**config.mk**
```make
export PLATFORM = sky130hd
export DESIGN_NAME = size_string_to_integer_parser
export DESIGN_NICKNAME = d
export VERILOG_FILES = /design/src/rtl/core/sstoi_pkg.sv /design/src/rtl/core/sstoi_in_stage.sv /design/src/rtl/core/sstoi_parse.sv /design/src/rtl/core/sstoi_out_stage.sv /design/src/rtl/core/size_string_to_integer_parser.sv
export SDC_FILE = /design/constraint.sdc
export NUM_CORES = 1
export LEC_CHECK = 0
export BUFFER_PORTS_ARGS = -buffer_cell sky130_fd_sc_hd__buf_2
export CORE_MARGIN = 2
export CORE_UTILIZATION = 35
export CTS_CLUSTER_DIAMETER = 50
export DETAILED_ROUTE_END_ITERATION = 10
export SETUP_SLACK_MARGIN = 0.05
export SYNTH_ARGS = -nofsm -noshare
export SYNTH_HDL_FRONTEND = slang
export SYNTH_SLANG_ARGS = --single-unit
```
**constraint.sdc**
```tcl
create_clock -name clk -period 7.5 [get_ports clk]
set_clock_uncertainty 0.2 [all_clocks]
set_input_delay 1.5 -clock clk [delete_from_list [all_inputs] [get_ports clk]]
set_output_delay 1.5 -clock clk [all_outputs]
set_load 0.02 [all_outputs]
```
**src/rtl/core/sstoi_pkg.sv**
```systemverilog
package sstoi_pkg;

  localparam int CHAR_W      = 8;
  localparam int VALUE_W     = 64;
  localparam int OFFSET_W    = 12;
  localparam int BASE_W      = 6;
  localparam int CFG_INDEX_W = 1;
  localparam int CFG_DATA_W  = 6;
  localparam int MAC_W       = VALUE_W + BASE_W + 1;

  localparam int SHIFT_K = 10;
  localparam int SHIFT_M = 20;
  localparam int SHIFT_G = 30;

  localparam logic [CFG_INDEX_W-1:0] CFG_NUMBER_BASE = CFG_INDEX_W'(0);
  localparam logic [CFG_INDEX_W-1:0] CFG_SIZE_MODE   = CFG_INDEX_W'(1);

  localparam logic [BASE_W-1:0] BASE_RESET = BASE_W'(10);
  localparam logic [BASE_W-1:0] BASE_DEC   = BASE_W'(10);
  localparam logic [BASE_W-1:0] BASE_HEX   = BASE_W'(16);

  localparam logic [CHAR_W-1:0] CH_NUL     = 8'h00;
  localparam logic [CHAR_W-1:0] CH_ZERO    = 8'h30;
  localparam logic [CHAR_W-1:0] CH_NINE    = 8'h39;
  localparam logic [CHAR_W-1:0] CH_UPPER_A = 8'h41;
  localparam logic [CHAR_W-1:0] CH_UPPER_Z = 8'h5A;
  localparam logic [CHAR_W-1:0] CH_LOWER_A = 8'h61;
  localparam logic [CHAR_W-1:0] CH_LOWER_Z = 8'h7A;
  localparam logic [CHAR_W-1:0] CH_LOWER_X = 8'h78;
  localparam logic [CHAR_W-1:0] CH_UPPER_K = 8'h4B;
  localparam logic [CHAR_W-1:0] CH_LOWER_K = 8'h6B;
  localparam logic [CHAR_W-1:0] CH_UPPER_M = 8'h4D;
  localparam logic [CHAR_W-1:0] CH_LOWER_M = 8'h6D;
  localparam logic [CHAR_W-1:0] CH_UPPER_G = 8'h47;
  localparam logic [CHAR_W-1:0] CH_LOWER_G = 8'h67;

  typedef enum logic [1:0] {
    ST_OK        = 2'd0,
    ST_NO_DIGITS = 2'd1,
    ST_OVERFLOW  = 2'd2,
    ST_GARBAGE   = 2'd3
  } status_t;

  typedef enum logic {
    PH_DIGITS = 1'b0,
    PH_DONE   = 1'b1
  } phase_t;

  typedef struct packed {
    logic               ok;
    logic [BASE_W-1:0]  val;
  } digit_t;

  typedef struct packed {
    logic [VALUE_W-1:0]  value;
    status_t             status;
    logic [OFFSET_W-1:0] offset;
  } result_t;

  function automatic digit_t digit_of(input logic [CHAR_W-1:0] c);
    digit_t d;
    d.ok  = 1'b0;
    d.val = '0;
    if (c >= CH_ZERO && c <= CH_NINE) begin
      d.ok  = 1'b1;
      d.val = BASE_W'(c - CH_ZERO);
    end else if (c >= CH_LOWER_A && c <= CH_LOWER_Z) begin
      d.ok  = 1'b1;
      d.val = BASE_W'(c - CH_LOWER_A) + BASE_W'(10);
    end else if (c >= CH_UPPER_A && c <= CH_UPPER_Z) begin
      d.ok  = 1'b1;
      d.val = BASE_W'(c - CH_UPPER_A) + BASE_W'(10);
    end
    return d;
  endfunction

endpackage

```
**src/rtl/core/sstoi_in_stage.sv**
```systemverilog
module sstoi_in_stage (
  input  logic                          clk,
  input  logic                          rst,
  input  logic                          advance,
  input  logic                          char_valid,
  input  logic [sstoi_pkg::CHAR_W-1:0]  char_code,
  output logic                          char_q_valid,
  output logic [sstoi_pkg::CHAR_W-1:0]  char_q
);
  import sstoi_pkg::*;

  always_ff @(posedge clk) begin
    if (rst) begin
      char_q_valid <= 1'b0;
    end else if (advance) begin
      char_q_valid <= char_valid;
    end
  end

  always_ff @(posedge clk) begin
    if (advance) begin
      char_q <= char_code;
    end
  end

endmodule

```
**src/rtl/core/sstoi_parse.sv**
```systemverilog
module sstoi_parse (
  input  logic                               clk,
  input  logic                               rst,
  input  logic                               advance,
  input  logic                               cfg_write,
  input  logic [sstoi_pkg::CFG_INDEX_W-1:0]  cfg_index,
  input  logic [sstoi_pkg::CFG_DATA_W-1:0]   cfg_data,
  input  logic                               char_q_valid,
  input  logic [sstoi_pkg::CHAR_W-1:0]       char_q,
  output logic                               res_load,
  output sstoi_pkg::result_t                 res
);
  import sstoi_pkg::*;

  logic [BASE_W-1:0]   number_base;
  logic                size_mode;

  logic [VALUE_W-1:0]  acc, acc_next;
  phase_t              phase, phase_next;
  logic [OFFSET_W-1:0] pos, pos_next;
  logic                digit_seen, digit_seen_next;
  logic                lead_zero, lead_zero_next;
  status_t             err, err_next;
  logic [OFFSET_W-1:0] stop_off, stop_off_next;

  logic [BASE_W-1:0]   base;
  digit_t              dg;
  logic                is_nul;
  logic                dig_ok;
  logic                hex_skip;
  logic [MAC_W-1:0]    mac;
  logic                mac_ovf;
  logic                sfx_ok;
  logic                sfx_ovf;
  logic [VALUE_W-1:0]  scaled;
  logic [OFFSET_W-1:0] pos_inc;
  logic                stop_now;
  status_t             err_stop;
  logic                en;

  always_ff @(posedge clk) begin
    if (rst) begin
      number_base <= BASE_RESET;
      size_mode   <= 1'b1;
    end else if (cfg_write) begin
      unique case (cfg_index)
        CFG_NUMBER_BASE: number_base <= cfg_data[BASE_W-1:0];
        CFG_SIZE_MODE:   size_mode   <= cfg_data[0];
      endcase
    end
  end

  assign base     = size_mode ? BASE_DEC : number_base;
  assign dg       = digit_of(char_q);
  assign is_nul   = (char_q == CH_NUL);
  assign dig_ok   = dg.ok && (dg.val < base);
  assign hex_skip = lead_zero && (base == BASE_HEX) && (char_q == CH_LOWER_X);
  assign mac      = MAC_W'(acc) * MAC_W'(base) + MAC_W'(dg.val);
  assign mac_ovf  = |mac[MAC_W-1:VALUE_W];
  assign pos_inc  = (pos == '1) ? pos : pos + OFFSET_W'(1);
  assign en       = char_q_valid && advance;

  // size suffix scaling
  always_comb begin
    sfx_ok  = 1'b0;
    sfx_ovf = 1'b0;
    scaled  = acc;
    case (char_q)
      CH_UPPER_G, CH_LOWER_G: begin
        sfx_ok  = 1'b1;
        sfx_ovf = |acc[VALUE_W-1 -: SHIFT_G];
        scaled  = acc << SHIFT_G;
      end
      CH_UPPER_M, CH_LOWER_M: begin
        sfx_ok  = 1'b1;
        sfx_ovf = |acc[VALUE_W-1 -: SHIFT_M];
        scaled  = acc << SHIFT_M;
      end
      CH_UPPER_K, CH_LOWER_K: begin
        sfx_ok  = 1'b1;
        sfx_ovf = |acc[VALUE_W-1 -: SHIFT_K];
        scaled  = acc << SHIFT_K;
      end
      default: ;
    endcase
  end

  // status once the digit run stops
  assign err_stop = (!digit_seen && err == ST_OK) ? ST_NO_DIGITS : err;

  always_comb begin
    phase_next = phase;
    if (is_nul) begin
      phase_next = PH_DIGITS;
    end else if (phase == PH_DIGITS && !hex_skip && (!dig_ok || mac_ovf)) begin
      phase_next = PH_DONE;
    end
  end

  always_comb begin
    acc_next        = acc;
    pos_next        = pos_inc;
    digit_seen_next = digit_seen;
    lead_zero_next  = lead_zero;
    err_next        = err;
    stop_off_next   = stop_off;
    stop_now        = (phase == PH_DIGITS);
    res.status      = stop_now ? err_stop : err;
    res.offset      = stop_now ? pos : stop_off;
    res.value       = (res.status == ST_OK) ? acc : '0;
    if (is_nul) begin
      acc_next        = '0;
      pos_next        = '0;
      digit_seen_next = 1'b0;
      lead_zero_next  = 1'b0;
      err_next        = ST_OK;
      stop_off_next   = '0;
    end else if (phase == PH_DIGITS) begin
      if (hex_skip) begin
        lead_zero_next  = 1'b0;
        digit_seen_next = 1'b0;
        acc_next        = '0;
      end else if (dig_ok) begin
        lead_zero_next = 1'b0;
        if (mac_ovf) begin
          if (err == ST_OK) err_next = ST_OVERFLOW;
          stop_off_next = pos;
        end else begin
          acc_next        = mac[VALUE_W-1:0];
          lead_zero_next  = (pos == '0) && (base == BASE_HEX) && (char_q == CH_ZERO);
          digit_seen_next = 1'b1;
        end
      end else begin
        lead_zero_next = 1'b0;
        stop_off_next  = pos;
        err_next       = err_stop;
        if (err_stop == ST_OK && size_mode) begin
          if (!sfx_ok) begin
            err_next = ST_GARBAGE;
          end else if (sfx_ovf) begin
            err_next = ST_OVERFLOW;
          end else begin
            acc_next = scaled;
          end
        end
      end
    end else if (size_mode && err == ST_OK) begin
      err_next = ST_GARBAGE;
    end
  end

  assign res_load = char_q_valid && is_nul;

  always_ff @(posedge clk) begin
    if (rst) begin
      acc        <= '0;
      phase      <= PH_DIGITS;
      pos        <= '0;
      digit_seen <= 1'b0;
      lead_zero  <= 1'b0;
      err        <= ST_OK;
      stop_off   <= '0;
    end else if (en) begin
      acc        <= acc_next;
      phase      <= phase_next;
      pos        <= pos_next;
      digit_seen <= digit_seen_next;
      lead_zero  <= lead_zero_next;
      err        <= err_next;
      stop_off   <= stop_off_next;
    end
  end

endmodule

```
**src/rtl/core/sstoi_out_stage.sv**
```systemverilog
module sstoi_out_stage (
  input  logic                             clk,
  input  logic                             rst,
  input  logic                             advance,
  input  logic                             res_load,
  input  sstoi_pkg::result_t               res,
  output logic                             result_valid,
  output logic [sstoi_pkg::VALUE_W-1:0]    result_value,
  output logic [1:0]                       parse_status,
  output logic [sstoi_pkg::OFFSET_W-1:0]   end_offset
);
  import sstoi_pkg::*;

  result_t res_q;

  always_ff @(posedge clk) begin
    if (rst) begin
      result_valid <= 1'b0;
    end else if (advance) begin
      result_valid <= res_load;
    end
  end

  always_ff @(posedge clk) begin
    if (advance && res_load) begin
      res_q <= res;
    end
  end

  assign result_value = res_q.value;
  assign parse_status = res_q.status;
  assign end_offset   = res_q.offset;

endmodule

```
**src/rtl/core/size_string_to_integer_parser.sv**
```systemverilog
// Size string parser: turns a zero-terminated byte string into a 64-bit value.
// Input channel: char_valid / char_stall with char_code, one byte per request;
// a zero byte ends the string. Output channel: result_valid / result_stall with
// result_value, parse_status and end_offset, one request per terminator.
// Configuration: cfg_write with cfg_index (0 number_base, 1 size_mode) and
// cfg_data; write only while no string is in flight.
// Throughput: one byte per cycle unless a waiting result holds the pipe, set by the
// multiply-add of the accumulator by the base between the input register and the state registers.
// Result path: the accepted terminator is captured in the input register, then the parse
// update loads the result into the result register.
// Stall: while a result waits under result_stall, the whole pipe holds and
// char_stall is raised; it drops the cycle the result is taken.
// Reset: clears both stages and the string state; number_base returns to 10
// and size_mode to 1.
module size_string_to_integer_parser (
  input  logic                               clk,
  input  logic                               rst,
  input  logic                               cfg_write,
  input  logic [sstoi_pkg::CFG_INDEX_W-1:0]  cfg_index,
  input  logic [sstoi_pkg::CFG_DATA_W-1:0]   cfg_data,
  input  logic                               char_valid,
  output logic                               char_stall,
  input  logic [sstoi_pkg::CHAR_W-1:0]       char_code,
  output logic                               result_valid,
  input  logic                               result_stall,
  output logic [sstoi_pkg::VALUE_W-1:0]      result_value,
  output logic [1:0]                         parse_status,
  output logic [sstoi_pkg::OFFSET_W-1:0]     end_offset
);
  import sstoi_pkg::*;

  logic                advance;
  logic                char_q_valid;
  logic [CHAR_W-1:0]   char_q;
  logic                res_load;
  result_t             res;

  assign advance    = !(result_valid && result_stall);
  assign char_stall = !advance;

  sstoi_in_stage u_in (
    .clk          (clk),
    .rst          (rst),
    .advance      (advance),
    .char_valid   (char_valid),
    .char_code    (char_code),
    .char_q_valid (char_q_valid),
    .char_q       (char_q)
  );

  sstoi_parse u_parse (
    .clk          (clk),
    .rst          (rst),
    .advance      (advance),
    .cfg_write    (cfg_write),
    .cfg_index    (cfg_index),
    .cfg_data     (cfg_data),
    .char_q_valid (char_q_valid),
    .char_q       (char_q),
    .res_load     (res_load),
    .res          (res)
  );

  sstoi_out_stage u_out (
    .clk          (clk),
    .rst          (rst),
    .advance      (advance),
    .res_load     (res_load),
    .res          (res),
    .result_valid (result_valid),
    .result_value (result_value),
    .parse_status (parse_status),
    .end_offset   (end_offset)
  );

endmodule
```
==> results of run 1 <==
==> critical path, cell delays in order, from the launching register on <==
cell and delay (ns):
dfxtp_1 0.33, or2_4 0.38, and2_1 0.23, fa_1 0.51
inv_1 0.05, fa_1 0.48, inv_1 0.06, fa_1 0.53
inv_1 0.05, fa_1 0.53, inv_1 0.04, ha_1 0.35
and2_4 0.19, nand3_4 0.10, a2111oi_4 0.40, nor4_2 0.10
buf_4 0.17, o31a_4 0.39, or3_1 0.36, a22o_1 0.26
xor2_1 0.18, and4_1 0.27, o21ai_4 0.26, buf_4 0.32
mux2i_1 0.24
==> synth_stat cells, drive strengths merged, types with 60 or more instances <==
| cell | number |
|---|---|
| clkbuf | 158 |
| nand3 | 103 |
| a21oi | 118 |
| edfxtp | 86 |
| dfxtp | 102 |
| mux2i | 60 |
| ha | 166 |
| nor2b | 73 |
| o21ai | 91 |
| inv | 117 |
| fa | 251 |
| nor2 | 82 |
| nand2 | 258 |
| and2 | 350 |
==> worst min path at each step <==
stage                                   startpoint                             end  slack (ns)  cells past startpoint
floorplan           u_parse.lead_zero$_SDFFE_PP0P_  u_parse.lead_zero$_SDFFE_PP0P_        0.23                      2
global placement    u_parse.lead_zero$_SDFFE_PP0P_  u_parse.lead_zero$_SDFFE_PP0P_        0.25                      2
detailed placement  u_parse.lead_zero$_SDFFE_PP0P_  u_parse.lead_zero$_SDFFE_PP0P_        0.25                      2
CTS                 u_parse.lead_zero$_SDFFE_PP0P_  u_parse.lead_zero$_SDFFE_PP0P_        0.27                      2
global route        u_in.char_q_valid$_SDFFE_PP0N_  u_in.char_q_valid$_SDFFE_PP0N_        0.30                      2
finish              u_parse.lead_zero$_SDFFE_PP0P_  u_parse.lead_zero$_SDFFE_PP0P_        0.28                      2
==> sequential cells by signal, indices dropped and copies added (netlist names), 2 cells and up <==
signal and cells:
u_parse.pos 12, u_out.parse_status 2, u_parse.acc 64, u_parse.stop_off 12, u_parse.number_base 6, u_parse.err 2
u_out.end_offset 12, u_in.char_q 8, u_out.result_value 64
==> metal layers <==
layer  part of all wire [%]  global-route usage, %  routed length (um)  vias to the layer above
met5                  0.029                      0                  21                        -
met3                    6.1                   3.32                4340                      127
met2                     47                   36.0               33800                      692
li1                       -                      -                   -                     8682
met4                    3.0                   7.78                2170                        4
met1                     43                   28.5               31000                     9607
==> area by class of cell <==
cell class | instances | area, um^2
flip-flops and latches | 188 | 4620
fillers | 6560 | 39800
well taps | 855 | 1070
clock buffers | 17 | 425
multi-input cells | 2033 | 17100
repair buffers | 164 | 1040
clock inverters | 15 | 216
inverters | 117 | 439
==> power groups by stage <==
stage,Clock [mW],Combinational [mW],Sequential (mW)
4_1_cts,1.05,0.268,1.10
3_3_place_gp,0,0.261,1.12
5_1_grt,1.08,0.296,1.10
6_report,1.02,0.272,1.10
3_5_place_dp,0,0.265,1.12
2_1_floorplan,0,0.190,1.10
==> what timing repair did <==
action | CTS | global route
pin swaps | 1 | 2
gates resized for setup | 1 | 5
setup buffers | 1 | 1
setup endpoints to repair | 1 | 67
==> cells by family (layout without fill, tap and decap cells) <==
group,count (synthesis),in the layout
muxes,74,74
AOI/OAI and AO/OA,470,470
adders and majority gates,417,417
buffers and inverters,321,313
and+or+nand+nor,1001,1001
DFF,188,188
xor gates and xnor gates,71,71
==> per-stage QoR <==
stage	instance area (um^2)	power (mW)	hold WS, ns	util [%]	instances
4_1_cts	24900	2.41	0.272	38.5	3388
2_1_floorplan	23000	1.29	0.232	-	2542
5_1_grt	24900	2.47	0.297	38.5	3389
3_3_place_gp	24200	1.38	0.253	37.5	3355
3_5_place_dp	24200	1.39	0.253	37.5	3355
6_report	24900	2.39	0.275	38.5	3389
==> reports/results.env, run 1 <==
CP-START-KIND='flip-flop'
CRIT-REG2REG-CAPTURE='u_parse.acc[12]$_SDFFE_PP0P_'
FINAL-MAX-SLEW-VIOLATION-COUNT=0
INTPOWER_mW=1.63
SYNTH_CELL_TYPE_COUNT=87
CLOCK_TREE_FROM_TRITONCTS='yes'
SYNTH.CELL_AREA_MM2=0.0230
MAX_SLEW.WORST_PIN.SLEW_NS=1.11
POWER_FRAC_COMB_PCT=11.4
CRIT_FANOUT=23
LARGEST_FAMILY_OF_LOGIC_CELLS_BY_SYNTHESIZED_AREA='adder cells'
NNETSFINAL=2958
YOSYS.AREA.TOP_TYPE='fa_1'
AREA_GROWTH_SYNTH_TO_FINISH_PCT=8.40
CP-ENDPOINT='u_parse.acc[12]$_SDFFE_PP0P_'
DRT_WL_TOTAL_UM=71400
CTS_HOLD_BUFFERS=0
AVGVIACOUNTPERCELL=5.64
POWER.SHARE.SWITCHING_PCT=31.8
CTS_MADE_BUFFERS=17
YS.WARNINGS.COUNT=0
SYNTH_AREA_IN_XOR_XNOR_PCT=2.71
POST_SYNTH_AND_OR_NAND_NOR_AREA_FRACTION_PCT=23.3
COUNT_OF_BOUNDARY_I_O_PINS=100
DRV.MAX_CAP_VIOLATION_COUNT=0
PLACE_WORST_SETUP_SLACK_NS=0.0568
SHARE_OF_THE_SYNTHESIZED_AREA_IN_COMPOUND_GATES_AO_OA_AOI_OAI_PCT=13.9
CRITICAL_PATH_CLASS='flip-flop to flip-flop'
NUMCLOCKSINKS=188
GRT_PASS1_WL_UM=114000
HOLD_VIOL=0
STATUS='complete, no violations'
CLOCK.FMAX_MHz=141
AREA_SHARE_OF_THE_LEADING_CELL_TYPE_IN_THE_SYNTHESIZED_NETLIST_PCT=21.9
MAX-CLOCK-PATH-BUFFERS=2
CTS.REPORTEDPATHS.CLKPINSLEW_NS=0.09
SEQUENTIALPOWERSHARE_PCT=46.0
CTS_ROOT_BUFFER='clkbuf_16'
CLK-INSERTION-DELAY-LATE_NS=0.51
SETUP-TNS-FINAL_NS=0
GRT_PASS1_VIAS=20000
POST_DRT_WL_PER_CELL_UM=21.1
DIE_HEIGHT_UM=260
GRT_START_MAX_NET_PINS=93
GP_CONGESTION=0.967
FLIP_FLOP_CELL_WITH_THE_HIGHEST_COUNT_AFTER_SYNTHESIS='dfxtp_1'
TIMING.FINAL.SETUP_VIOLATIONS=0
PORTBUFS=99
POSTSYNTHREGISTERBITS=188
FINAL_CELL_MIX='349 x and2_1, 257 x nand2_1, 251 x fa_1'
SYNTH.AREA.MUX_SHARE_PCT=3.30
LEAKAGEPOWER_nW=12.1
REG2REGPATHDEPTH=24
SYNTH-ASYNC-RESET-RATIO_PCT=0
SYNTH_ADDER_AREA_SHARE_PCT=30.9
FLOORPLAN.DIE_AREA_MM2=0.0677
NUMBER_OF_SEARCH_AND_REPAIR_ITERATIONS_IN_THE_FIRST_DETAILED_ROUTING_PASS=5
DRC_ERRORS=0
IR_WORST_VDD_mV=0.131
CORE_MM2=0.0647
SYNTH_SEQUENTIAL_AREA_RATIO_PCT=20.1
HTREE_NUM_LEVELS=4
SYNTH_AREA_LEADERS='fa_1 22%, edfxtp_1 11%, and2_1 9.5%'
CORE.ROWCOUNT=93
ARRIVAL_NS=7.32
DRIVE_GT1_SHARE_PCT=9.87
FINAL_CRITICAL_PATH_SETUP_SLACK_NS=0.412
ANTENNA_FOUND_INITIAL=3
PWR-SHARE-CLK_PCT=42.7
POST-ROUTE-PERIOD-UTIL_PCT=94.5
N_ANTENNA_CELL=0
SYNTH.NET_COUNT=2979
PLACE_HPWL_UM=53500
GLOBALROUTETOTALUTIL_PCT=21.6
POWER_PER_CELL_AREA_mW_PER_MM2=95.8
WORST_HOLD_PATH_TYPE='flip-flop to flip-flop'
DETAIL-ROUTE-ANTENNA-NETS=0
DIE_W_UM=260
SYN-INSTANCE-COUNT=2542
CP-STARTPOINT='u_parse.number_base[1]$_SDFFE_PP1P_'
REG2REG_SETUP_SLACK_NS=0.41
GR-TOTAL-OVERFLOW=0
UNREPAIRED_SETUP_ENDPOINTS_AFTER_GLOBAL_ROUTING='no'
NUM_VIAS=19100
CRIT_REQUIRED_NS=7.73
REG2REG_FROM='u_parse.number_base[1]$_SDFFE_PP1P_'
POSTSYNTHAREAPERCELL_UM2=9.04
INITIAL_UTILIZATION_PCT=35.5
MAXSLEWHEADROOM_PCT=26.1
FINAL_COMMON_CELL='and2_1'
EDFF_COUNT_SYNTH=86
CRITPATHCAPTURETYPE='flip-flop'
FIRST_ITER_VIOLATIONS=1593
NETSWITCHINGPOWER_uW=759
POST-ROUTE-MIN-PERIOD_NS=7.09
(Power assumes the default switching activity.)
==> run 2, diff against run 1 <==
- CORE_ASPECT_RATIO: default -> 0.9
==> reports/results.env, run 2 (synthesized netlist as in run 1, its figures left out) <==
STATUS='complete, no violations'  # unchanged
HOLD_END='u_parse.lead_zero$_SDFFE_PP0P_'  # unchanged
ARRIVAL_NS=7.40  # was 7.32 ns
CTS_ROOT_BUFFER='clkbuf_16'  # unchanged
GRT_START_MAX_NET_PINS=92  # was 93
CLOCK_TREE_FROM_TRITONCTS='yes'  # unchanged
HTREE_NUM_LEVELS=4  # unchanged
CORE_MM2=0.0653  # was 0.0647 mm^2
REG2REG_SETUP_SLACK_NS=0.30  # was 0.41 ns
DRIVE_GT1_SHARE_PCT=9.99  # was 9.87%
FLOORPLAN.DIE_AREA_MM2=0.0677  # about the same
HOLDPATHSTAGES=2  # unchanged
HOLD_START='u_parse.lead_zero$_SDFFE_PP0P_'  # unchanged
CRITPATHCAPTURETYPE='flip-flop'  # unchanged
FINAL-MAX-SLEW-VIOLATION-COUNT=0  # unchanged
NNETSFINAL=2957  # was 2958
GP_CONGESTION=0.997  # was 0.967
CRIT_FANOUT=9  # was 23
FINAL_AREA_MM2=0.0249  # about the same
CTS_HOLD_BUFFERS=0  # unchanged
AVGVIACOUNTPERCELL=5.64  # about the same
NUMBER_OF_SEARCH_AND_REPAIR_ITERATIONS_IN_THE_FIRST_DETAILED_ROUTING_PASS=6  # was 5
FINALHOLDWORSTSLACK_NS=0.274  # was 0.275 ns
DIE_W_UM=274  # was 260 um
POST-LAYOUT-TOTAL-POWER_mW=2.37  # was 2.39 mW
PLACE_HPWL_UM=52200  # was 53500 um
CRIT_REQUIRED_NS=7.70  # was 7.73 ns
PLACE_WORST_SETUP_SLACK_NS=0.233  # was 0.0568 ns
AREA_GROWTH_SYNTH_TO_FINISH_PCT=8.45  # was 8.40%
INITIAL_UTILIZATION_PCT=35.2  # was 35.5%
FINAL_CORE_UTILIZATION_PCT=38.2  # was 38.5%
POST_DRT_WL_PER_CELL_UM=20.6  # was 21.1 um
DIE_HEIGHT_UM=247  # was 260 um
PLACEDCELLCOUNT=3362  # was 3355
POST-ROUTE-MIN-PERIOD_NS=7.20  # was 7.09 ns
NUMCLOCKSINKS=188  # unchanged
POST_DP_CELL_AREA_MM2=0.0242  # about the same
CP-STARTPOINT='u_parse.size_mode$_SDFFE_PP1P_'  # was u_parse.number_base[1]$_SDFFE_PP1P_
GRT_PASS1_WL_UM=113000  # was 114000 um
MAX_SLEW.WORST_PIN.SLEW_NS=1.12  # was 1.11 ns
LEAKAGEPOWER_nW=12.0  # was 12.1 nW
UNREPAIRED_SETUP_ENDPOINTS_AFTER_GLOBAL_ROUTING='no'  # unchanged
FINAL_CELL_MIX='349 x and2_1, 257 x nand2_1, 251 x fa_1'  # unchanged
CLOCK.FMAX_MHz=139  # was 141 MHz
MAXSLEWHEADROOM_PCT=25.5  # was 26.1%
DRV.MAX_CAP_VIOLATION_COUNT=0  # unchanged
GRT_PASS1_VIAS=19800  # was 20000
DRC_ERRORS=0  # unchanged
CTS_MADE_BUFFERS=17  # unchanged
LAYOUT.FILLER_CELLS=6656  # was 6560
IR_WORST_VDD_mV=0.169  # was 0.131 mV
GLOBALROUTETOTALUTIL_PCT=21.3  # was 21.6%
GR-TOTAL-OVERFLOW=0  # unchanged
CP-START-KIND='flip-flop'  # unchanged
WORST_HOLD_PATH_TYPE='flip-flop to flip-flop'  # unchanged
DETAIL-ROUTE-ANTENNA-NETS=0  # unchanged
MAX-CLOCK-PATH-BUFFERS=2  # unchanged
HOLD_VIOL=0  # unchanged
POWER_PER_CELL_AREA_mW_PER_MM2=95.0  # was 95.8 mW/mm^2
FINAL_COMMON_CELL='and2_1'  # unchanged
ANTENNA_FOUND_INITIAL=3  # unchanged
POST-ROUTE-PERIOD-UTIL_PCT=95.9  # was 94.5%
CTS.REPORTEDPATHS.CLKPINSLEW_NS=0.08  # was 0.09 ns
NUM_VIAS=19200  # was 19100
FINAL_CRITICAL_PATH_SETUP_SLACK_NS=0.305  # was 0.412 ns
COUNT_OF_BOUNDARY_I_O_PINS=100  # unchanged
CRIT-REG2REG-CAPTURE='u_parse.acc[14]$_SDFFE_PP0P_'  # was u_parse.acc[12]$_SDFFE_PP0P_
TIMING.FINAL.SETUP_VIOLATIONS=0  # unchanged
REG2REG_FROM='u_parse.size_mode$_SDFFE_PP1P_'  # was u_parse.number_base[1]$_SDFFE_PP1P_
DRT_WL_TOTAL_UM=70100  # was 71400 um
FINAL_CELLS=3397  # was 3389
CLK-INSERTION-DELAY-LATE_NS=0.52  # was 0.51 ns
N_ANTENNA_CELL=0  # unchanged
CRITICAL_PATH_CLASS='flip-flop to flip-flop'  # unchanged
REG2REGPATHDEPTH=24  # unchanged
PORTBUFS=99  # unchanged
FIRST_ITER_VIOLATIONS=1665  # was 1593
CORE.ROWCOUNT=89  # was 93
SETUP-TNS-FINAL_NS=0  # unchanged
## run 2: cell types whose count changed in the layout (fill, tap and decap cells not counted), sizes merged
cell,previous run,this run
buf,164,163
bufinv,0,1
clkbuf,17,18
inv,126,124
## run 2: timing repair
action,CTS,global route
endpoints found under the setup margin,0,75
gates resized for setup,0,14
buffers inserted,0,3
## run 2: layer usage
metal,wire length (um),part of all wire (%),global-route usage [%],vias to the layer above
met5,30,0.043,0,-
li1,-,-,-,8689
met2,31300,45,33.3,747
met4,1930,2.8,7.35,4
met1,31800,45,29.6,9583
met3,5030,7.2,3.57,130
## run 2: worst max-delay path: stages, from the launching register on
cell	delay, ns
dfxtp_1	0.45
buf_4	0.27
nor2b_4	0.07
and2_1	0.18
fa_1	0.54
inv_1	0.06
fa_1	0.49
inv_1	0.06
fa_1	0.55
inv_1	0.06
fa_1	0.54
inv_1	0.04
ha_1	0.36
and2_4	0.20
nand3_4	0.10
a2111oi_4	0.43
nor4_4	0.12
o31a_4	0.40
or3_1	0.38
a22o_1	0.27
xor2_1	0.18
and4_1	0.28
o21ai_4	0.37
buf_4	0.18
mux2_1	0.31
## run 2: power breakdown
part           total, mW  switching, mW  internal, mW
registers           1.10         0.0241          1.07
clock network       1.00          0.519         0.483
logic              0.267          0.180        0.0871
## run 2: worst max path at each step
| stage | slack, ns | depth (start not counted) | to |
|---|---|---|---|
| 2_1_floorplan | 0.61 | 28 | u_parse.acc[61]$_SDFFE_PP0P_ |
| 3_3_place_gp | 0.28 | 24 | u_parse.acc[13]$_SDFFE_PP0P_ |
| 3_5_place_dp | 0.23 | 21 | u_parse.acc[13]$_SDFFE_PP0P_ |
| 4_1_cts | 0.16 | 20 | u_parse.acc[33]$_SDFFE_PP0P_ |
| 5_1_grt | 0.04 | 24 | u_parse.acc[14]$_SDFFE_PP0P_ |
| 6_report | 0.30 | 24 | u_parse.acc[14]$_SDFFE_PP0P_ |
## run 2: area by class of cell
class | instances | area [um^2] | area share [%]
Timing Repair Buffer | 163 | 1020 | 4.10
Multi-Input combinational cell | 2033 | 17100 | 68.8
Clock buffer | 18 | 429 | 1.72
Sequential cell | 188 | 4620 | 18.6
Clock inverter | 14 | 191 | 0.768
Inverter | 117 | 439 | 1.76
Tap cell | 864 | 1080 | 4.34
